[src/hdl/ibl_pkg.sv]
`timescale 1ns / 1ps

package ibl_pkg;

    // Default list capacity
    localparam int CAPACITY_DEF = 64;

    // Request kinds
    localparam logic [2:0] REQ_READ    = 3'd0;
    localparam logic [2:0] REQ_REPLACE = 3'd1;
    localparam logic [2:0] REQ_INSERT  = 3'd2;
    localparam logic [2:0] REQ_REMOVE  = 3'd3;
    localparam logic [2:0] REQ_ORDERED = 3'd4;
    localparam logic [2:0] REQ_CLEAR   = 3'd5;

    // Result status codes
    localparam logic [1:0] ST_OK    = 2'd0;
    localparam logic [1:0] ST_RANGE = 2'd1;
    localparam logic [1:0] ST_FULL  = 2'd2;
    localparam logic [1:0] ST_EMPTY = 2'd3;

    // What every cell does in an update
    typedef enum logic [1:0] {
        CELL_HOLD = 2'd0,
        CELL_SET  = 2'd1,
        CELL_INS  = 2'd2,
        CELL_DEL  = 2'd3
    } t_cell_op;

    // Command broadcast along the row of cells
    typedef struct packed {
        t_cell_op   op;
        logic [7:0] value;
    } t_cell_cmd;

endpackage

[src/hdl/ibl_cell.sv]
`timescale 1ns / 1ps

// One list slot. The mask bits mark the slots at or after the edit point.
module ibl_cell (
    input  logic               i_clk,
    input  ibl_pkg::t_cell_cmd i_cmd,
    input  logic               i_mask,
    input  logic               i_prev_mask,
    input  logic [7:0]         i_prev_byte,
    input  logic [7:0]         i_next_byte,
    output logic [7:0]         o_byte,
    output logic               o_ge
);

    logic [7:0] r_entry;
    logic [7:0] n_entry;

    // New byte goes before this entry if it is not greater
    assign o_ge   = (i_cmd.value <= r_entry);
    assign o_byte = r_entry;

    // Per-slot update: shift up, shift down or write at the edit point
    always_comb begin
        n_entry = r_entry;
        unique case (i_cmd.op)
            ibl_pkg::CELL_HOLD: n_entry = r_entry;
            ibl_pkg::CELL_SET: begin
                if (i_mask && !i_prev_mask) n_entry = i_cmd.value;
            end
            ibl_pkg::CELL_INS: begin
                if (i_prev_mask) n_entry = i_prev_byte;
                else if (i_mask) n_entry = i_cmd.value;
            end
            ibl_pkg::CELL_DEL: begin
                if (i_mask) n_entry = i_next_byte;
            end
            default: n_entry = r_entry;
        endcase
    end

    always_ff @(posedge i_clk) begin
        r_entry <= n_entry;
    end

endmodule

[src/hdl/ibl_ctrl.sv]
`timescale 1ns / 1ps

// Request capture, status decode, edit-point mask, count and result register.
module ibl_ctrl #(
    parameter int CAPACITY = ibl_pkg::CAPACITY_DEF
) (
    input  logic                             i_clk,
    input  logic                             i_rst_n,
    input  logic                             i_req_valid,
    output logic                             o_req_ready,
    input  logic [2:0]                       i_req_type,
    input  logic [$clog2(CAPACITY+1)-1:0]    i_req_pos,
    input  logic [7:0]                       i_req_val,
    output logic                             o_res_valid,
    input  logic                             i_res_ready,
    output logic [7:0]                       o_res_byte,
    output logic [1:0]                       o_res_status,
    output logic [$clog2(CAPACITY+1)-1:0]    o_res_count,
    input  logic [CAPACITY-1:0][7:0]         i_bytes,
    input  logic [CAPACITY-1:0]              i_ge,
    output ibl_pkg::t_cell_cmd               o_cmd,
    output logic [CAPACITY-1:0]              o_mask
);

    localparam int PW = $clog2(CAPACITY + 1);
    localparam int IW = (CAPACITY > 1) ? $clog2(CAPACITY) : 1;

    typedef enum logic [1:0] {
        S_IDLE = 2'b01,
        S_EXEC = 2'b10
    } t_state;

    t_state         r_state;
    logic [2:0]     r_type;
    logic [PW-1:0]  r_pos;
    logic [7:0]     r_val;
    logic [PW-1:0]  r_count;
    logic [PW-1:0]  n_count;
    logic           r_out_valid;
    logic [7:0]     r_out_byte;
    logic [1:0]     r_out_status;
    logic [PW-1:0]  r_out_count;

    logic           w_go;
    logic           w_empty;
    logic           w_full;
    logic           w_inrange;
    logic [1:0]     w_status;
    logic [7:0]     w_rd;
    logic [CAPACITY-1:0] w_below;
    logic [CAPACITY-1:0] w_idx_mask;
    logic [CAPACITY-1:0] w_ge_full;
    logic [CAPACITY-1:0] w_ord_mask;

    // Execute once the result register has room
    assign w_go        = (r_state == S_EXEC) && (!r_out_valid || i_res_ready);
    assign o_req_ready = (r_state == S_IDLE);

    assign w_empty   = (r_count == '0);
    assign w_full    = (r_count >= PW'(CAPACITY));
    assign w_inrange = (r_pos < r_count);

    // Per-slot occupancy and index compare
    for (genvar g = 0; g < CAPACITY; g++) begin : g_slot
        localparam logic [PW-1:0] K = PW'(g);
        assign w_below[g]    = (K < r_count);
        assign w_idx_mask[g] = (K >= r_pos);
    end

    // Ordered insert point: first occupied slot not below the byte, else count.
    // x | -x sets every bit from the lowest set bit upward.
    assign w_ge_full  = i_ge | ~w_below;
    assign w_ord_mask = w_ge_full | (~w_ge_full + {{(CAPACITY-1){1'b0}}, 1'b1});

    assign o_mask = (r_type == ibl_pkg::REQ_ORDERED) ? w_ord_mask : w_idx_mask;

    // Status decode
    always_comb begin
        w_status = ibl_pkg::ST_OK;
        unique case (r_type)
            ibl_pkg::REQ_READ, ibl_pkg::REQ_REPLACE, ibl_pkg::REQ_REMOVE: begin
                if (w_empty)         w_status = ibl_pkg::ST_EMPTY;
                else if (!w_inrange) w_status = ibl_pkg::ST_RANGE;
            end
            ibl_pkg::REQ_INSERT: begin
                if (r_pos > r_count) w_status = ibl_pkg::ST_RANGE;
                else if (w_full)     w_status = ibl_pkg::ST_FULL;
            end
            ibl_pkg::REQ_ORDERED: begin
                if (w_full) w_status = ibl_pkg::ST_FULL;
            end
            default: w_status = ibl_pkg::ST_OK;
        endcase
    end

    // Cell command, next count and read data
    always_comb begin
        o_cmd.op    = ibl_pkg::CELL_HOLD;
        o_cmd.value = r_val;
        n_count     = r_count;
        w_rd        = '0;
        if (w_status == ibl_pkg::ST_OK) begin
            unique case (r_type)
                ibl_pkg::REQ_READ: w_rd = i_bytes[r_pos[IW-1:0]];
                ibl_pkg::REQ_REPLACE: o_cmd.op = ibl_pkg::CELL_SET;
                ibl_pkg::REQ_INSERT, ibl_pkg::REQ_ORDERED: begin
                    o_cmd.op = ibl_pkg::CELL_INS;
                    n_count  = r_count + PW'(1);
                end
                ibl_pkg::REQ_REMOVE: begin
                    o_cmd.op = ibl_pkg::CELL_DEL;
                    n_count  = r_count - PW'(1);
                end
                ibl_pkg::REQ_CLEAR: n_count = '0;
                default: n_count = r_count;
            endcase
        end
        if (!w_go) o_cmd.op = ibl_pkg::CELL_HOLD;
    end

    // Control state
    always_ff @(posedge i_clk) begin
        if (!i_rst_n) begin
            r_state     <= S_IDLE;
            r_count     <= '0;
            r_out_valid <= 1'b0;
        end else begin
            unique case (r_state)
                S_IDLE: if (i_req_valid) r_state <= S_EXEC;
                S_EXEC: if (w_go) r_state <= S_IDLE;
                default: r_state <= S_IDLE;
            endcase
            if (w_go) begin
                r_count     <= n_count;
                r_out_valid <= 1'b1;
            end else if (i_res_ready) begin
                r_out_valid <= 1'b0;
            end
        end
    end

    // Request and result payload
    always_ff @(posedge i_clk) begin
        if (o_req_ready && i_req_valid) begin
            r_type <= i_req_type;
            r_pos  <= i_req_pos;
            r_val  <= i_req_val;
        end
        if (w_go) begin
            r_out_byte   <= w_rd;
            r_out_status <= w_status;
            r_out_count  <= n_count;
        end
    end

    assign o_res_valid  = r_out_valid;
    assign o_res_byte   = r_out_byte;
    assign o_res_status = r_out_status;
    assign o_res_count  = r_out_count;

endmodule

[src/hdl/indexed_byte_list_core.sv]
`timescale 1ns / 1ps
// A request is first captured, then all cells update together as the result is registered.
// A new request is taken only after that update; the update waits while the result
// register still holds a result the output side has not taken.
// Each edit is one parallel shift over the row of cells, whatever the list length.
// Reset (i_rst_n low, synchronous) empties the list and drops any pending result.

module indexed_byte_list_core #(
    parameter int CAPACITY = ibl_pkg::CAPACITY_DEF
) (
    input  logic                                     i_clk,
    input  logic                                     i_rst_n,
    input  logic                                     s_axis_tvalid,
    output logic                                     s_axis_tready,
    // position, byte_value; zero padded
    input  logic [((8+$clog2(CAPACITY+1)+7)/8)*8-1:0] s_axis_tdata,
    // req_type
    input  logic [2:0]                               s_axis_tuser,
    output logic                                     m_axis_tvalid,
    input  logic                                     m_axis_tready,
    // read_byte, entry_count; zero padded
    output logic [((8+$clog2(CAPACITY+1)+7)/8)*8-1:0] m_axis_tdata,
    // status
    output logic [1:0]                               m_axis_tuser
);

    localparam int PW = $clog2(CAPACITY + 1);
    localparam int DW = ((8 + PW + 7) / 8) * 8;

    ibl_pkg::t_cell_cmd          w_cmd;
    logic [CAPACITY-1:0]         w_mask;
    logic [CAPACITY-1:0]         w_ge;
    logic [CAPACITY-1:0][7:0]    w_bytes;
    logic [7:0]                  w_res_byte;
    logic [PW-1:0]               w_res_count;

    ibl_ctrl #(
        .CAPACITY (CAPACITY)
    ) u_ctrl (
        .i_clk        (i_clk),
        .i_rst_n      (i_rst_n),
        .i_req_valid  (s_axis_tvalid),
        .o_req_ready  (s_axis_tready),
        .i_req_type   (s_axis_tuser),
        .i_req_pos    (s_axis_tdata[PW-1:0]),
        .i_req_val    (s_axis_tdata[PW+7:PW]),
        .o_res_valid  (m_axis_tvalid),
        .i_res_ready  (m_axis_tready),
        .o_res_byte   (w_res_byte),
        .o_res_status (m_axis_tuser),
        .o_res_count  (w_res_count),
        .i_bytes      (w_bytes),
        .i_ge         (w_ge),
        .o_cmd        (w_cmd),
        .o_mask       (w_mask)
    );

    // Row of cells; each sees its neighbors' bytes and the mask bit below it
    for (genvar g = 0; g < CAPACITY; g++) begin : g_cell
        logic       w_prev_mask;
        logic [7:0] w_prev_byte;
        logic [7:0] w_next_byte;

        if (g == 0) begin : g_first
            assign w_prev_mask = 1'b0;
            assign w_prev_byte = w_bytes[g];
        end else begin : g_mid
            assign w_prev_mask = w_mask[g-1];
            assign w_prev_byte = w_bytes[g-1];
        end

        if (g == CAPACITY - 1) begin : g_last
            assign w_next_byte = w_bytes[g];
        end else begin : g_inner
            assign w_next_byte = w_bytes[g+1];
        end

        ibl_cell u_cell (
            .i_clk       (i_clk),
            .i_cmd       (w_cmd),
            .i_mask      (w_mask[g]),
            .i_prev_mask (w_prev_mask),
            .i_prev_byte (w_prev_byte),
            .i_next_byte (w_next_byte),
            .o_byte      (w_bytes[g]),
            .o_ge        (w_ge[g])
        );
    end

    assign m_axis_tdata = DW'({w_res_count, w_res_byte});

endmodule

[config.mk]
export PLATFORM = sky130hd
export DESIGN_NAME = indexed_byte_list_core
export DESIGN_NICKNAME = d
export VERILOG_FILES = /design/src/hdl/ibl_pkg.sv /design/src/hdl/ibl_cell.sv /design/src/hdl/ibl_ctrl.sv /design/src/hdl/indexed_byte_list_core.sv
export SDC_FILE = /design/constraint.sdc
export NUM_CORES = 2
export LEC_CHECK = 0
export BUFFER_PORTS_ARGS = -buffer_cell sky130_fd_sc_hd__buf_2
export CAP_MARGIN = 20
export CORE_MARGIN = 5
export CORE_UTILIZATION = 45
export DETAILED_ROUTE_END_ITERATION = 8
export HOLD_SLACK_MARGIN = 0.12
export PLACE_DENSITY = 0.62
export SLEW_MARGIN = 25
export SYNTH_ARGS = -nofsm -noshare
export SYNTH_HDL_FRONTEND = slang
export SYNTH_SLANG_ARGS = --single-unit
[constraint.sdc]
create_clock -name i_clk -period 8.85 [get_ports i_clk]
set_input_delay 0.885 -clock i_clk [delete_from_list [all_inputs] [get_ports i_clk]]
set_output_delay 0.885 -clock i_clk [all_outputs]
set_load 0.01 [all_outputs]
==> results.toml <==
[place]
dp.cells = 6373
gp_congestion = 1.03
portBuffers = 40
dpl.hpwl_um = 128000
dp_slack_ps = 1950

[grt]
grt_antenna_before_repair = 10
grt_overflow = 0
grt_pass1_wl_um = 277000
grtUsageMet2 = 0.457
track_usage = 0.309
grt_start_max_net_pins = 191
use_met1 = 0.429
grtUsageMet3 = 0.0758
busiest_layer = "met2"
grt_pass1_vias = 41900

[timing]
setup_violations = 0
fmax_mhz = 137
timing.final.crit_share = 0.828
worstMarginPinSlew_ps = 1180
finalHoldViolations = 0
timing.final.ws_setup_ps = 1520
fin_crit_ps = 7330
rsz0062_at_grt = "false"
slew_viol_final = 0
fin_skew_ps = 36.2
relSlewSlack = 0.215
finalSetupTns_ps = 0

[critical_path]
cpPeakStageDelay_ps = 1010
cp.arrival_ps = 7760
crit_path_frequent_cell = "a21oi_1"
cp.required_ps = 9280
critical_path_class = "flip-flop to flip-flop"
worstSetupStartpointType = "flip-flop"
crit_path_end_kind = "flip-flop"
cp_max_fo = 59
cp_top_family = "simple AND/OR/NAND/NOR gates"
cp_num_buf_inv = 3
rrSetupSlack_ps = 1520
cpMaxStageDelayCell = "dfxtp_1"
worstPathCellList = "inv_1 > ha_1 > a21o_1 > a21oi_1 > nor2b_1 > o41ai_1 > a21oi_1 > a311o_1 > nor2_1 > and3_1 > inv_1 > ha_4 > nor2_4 > and2_2 > buf_4 > a21oi_1 > o311ai_0"

[floorplanning]
dieWidth_um = 340
ios = 43
num_rows = 121
dieArea_um2 = 116000
dieHeight_um = 340
core_area_um2 = 109000
initial_core_util = 0.451

[synth]
netlist_area_um2 = 49000
yosysWarnings = 0
yosys-top-cells-count = "a21oi_1, edfxtp_1, ha_1"
yosysUniqueCellTypes = 98
yosysMostFrequentCell = "a21oi_1"
synth_flop_cell = "edfxtp_1"
yosys-top-cells-area = "edfxtp_1, ha_1, mux4_2"
synth_edf_count = 547
yosys.area.top_type = "edfxtp_1"
synth_top_cell_area_share = 0.335
avgSynthCellArea_um2 = 9.42
synthCells = 5200
synthArstFlopShare = 0
syn_nets = 5749
ys_ff_latch = 557
yosysSeqAreaShare = 0.339

[route]
route.detailed.vias_per_inst = 6.83
routedWlPerCell_um = 28.5
ant_nets = 0
vias = 44400
drt-initial-drc-count = 5974
drc = 0
routed_wl_um = 185000
drtPass1Iterations = 7

[power_and_ir_drop]
p_int_mw = 5.13
finalPower_mw = 7.20
power_leakage_nw = 20.7
power.switching_mw = 2.06
seqPwrFrac = 0.411
p_per_area_nw_per_um2 = 136
clkPwrFrac = 0.410
power_frac_comb = 0.178
vdd.ir_drop.worst_mv = 0.0920
switching_share = 0.287

[cts]
cts_setup_buffers = 0
clk_pin_slew_worst_paths_ps = 60
insertion_delay_ps = 650
clkSinkCount = 557
cts_root_buffer = "clkbuf_16"
cts_buffer_depth = 3
cts_resized = 0
cts_made_buffers = 69
cts_tree = "yes"
cts_hold_buf = 0
cts_max_level = 3

[status]
status = "completed"

[finish]
area_growth_syn_to_layout_pct = 8.08
drive_above_1_share = 0.107
final_cells = 6502
final_core_util = 0.488
nets = 5580

[worst_hold_path]
worstHoldPathType = "input port to flip-flop"

[run]
drv_cap = 0
state kept, by name, indices dropped and copies added (netlist names):
name	count
g_cell.u_cell.o_byte	512
u_ctrl.o_res_byte	8
u_ctrl.r_val	8
u_ctrl.o_res_count	7
u_ctrl.r_count	7
u_ctrl.r_pos	7
u_ctrl.r_type	3
u_ctrl.o_res_status	2
u_ctrl.r_state	2
u_ctrl.o_res_valid	1
path summary, 6_finish.rpt:
| path | start | depth (start not counted) | end |
|---|---|---|---|
| max | u_ctrl.r_count[3] | 17 | g_cell[57].u_cell.o_byte[3] |
| min | s_axis_tdata[13] | 1 | u_ctrl.r_val[6] |
| max reg2reg | u_ctrl.r_count[3] | 17 | g_cell[57].u_cell.o_byte[3] |
| min reg2reg | u_ctrl.o_res_valid | 2 | u_ctrl.o_res_valid |
cells by family after synthesis:
logic type / share of synthesized area
muxes: 0.126
xor gates and xnor gates: 0.000179
adders and majority gates: 0.134
other: 0.0000766
DFF: 0.339
AOI/OAI and AO/OA: 0.218
buffers and inverters: 0.0733
and+or+nand+nor: 0.109
power groups by stage:
| stage | combinational (mW) | clock, mW | sequential [mW] |
|---|---|---|---|
| finish | 1.28 | 2.95 | 2.96 |
| global route | 1.38 | 3.08 | 2.96 |
| CTS | 1.25 | 2.97 | 2.96 |
| detailed placement | 1.24 | 0 | 3.01 |
| global placement | 1.21 | 0 | 3.01 |
| floorplan | 0.825 | 0 | 3.03 |
layout by cell type (no fill, tap or decap), drive strengths merged, types with 11 or more instances in the layout:
cell type  Yosys  routed
o2111ai       15      15
and3          26      26
mux2i        219     219
nor2         165     165
edfxtp       547     547
nand3        260     260
nand2        209     209
nor3          39      39
mux2          17      17
o21ai        432     432
a31oi         33      33
and2          23      23
inv          492     493
nand2b        26      26
nand4        127     127
nor4          12      12
a21boi        12      12
or3           19      19
a211oi        40      40
and4          11      11
o21a          37      37
mux4         168     168
o22ai         29      29
clkinv         1      14
nor2b         72      72
o211ai       205     205
a221o         20      20
a21oi        715     715
o311ai        52      52
a21o          31      31
o31ai         24      24
a32oi         22      22
buf          115     183
o221ai        12      12
clkbuf       309     101
ha           526     526
cell type report:
type	count	area, µm²
fillers	9920	55600
multi-input cells	3726	28900
flip-flops and latches	557	16600
clock buffers	100	2000
inverters	493	1860
well taps	1414	1770
repair buffers	184	1490
clock inverters	20	246
diodes	8	20.0
through the flow:
stage	cell area, µm²	hold slack [ps]
after floorplan	49000	505
after global placement	50500	509
after detailed placement	50600	519
after CTS	52900	402
after global routing	52900	410
final	52900	430
worst register-to-register path, delay by kind of cell, from the launching register on:
| kind | cells | cell delay [ps] |
|---|---|---|
| AO/OA/AOI/OAI | 7 | 1500 |
| adder cells (fa/ha/maj) | 2 | 790 |
| buffers and inverters | 3 | 1380 |
| flip-flops | 1 | 1010 |
| AND/OR/NAND/NOR | 5 | 2430 |
layer usage:
| metal | share of wire | up-vias | wire [µm] |
|---|---|---|---|
| met5 | 0.00021 | - | 39 |
| met3 | 0.12 | 496 | 21700 |
| met1 | 0.41 | 21700 | 75000 |
| met4 | 0.052 | 6 | 9700 |
| met2 | 0.42 | 2721 | 78500 |
| li1 | - | 19500 | - |
No activity file was read; power rests on OpenSTA's default activity.
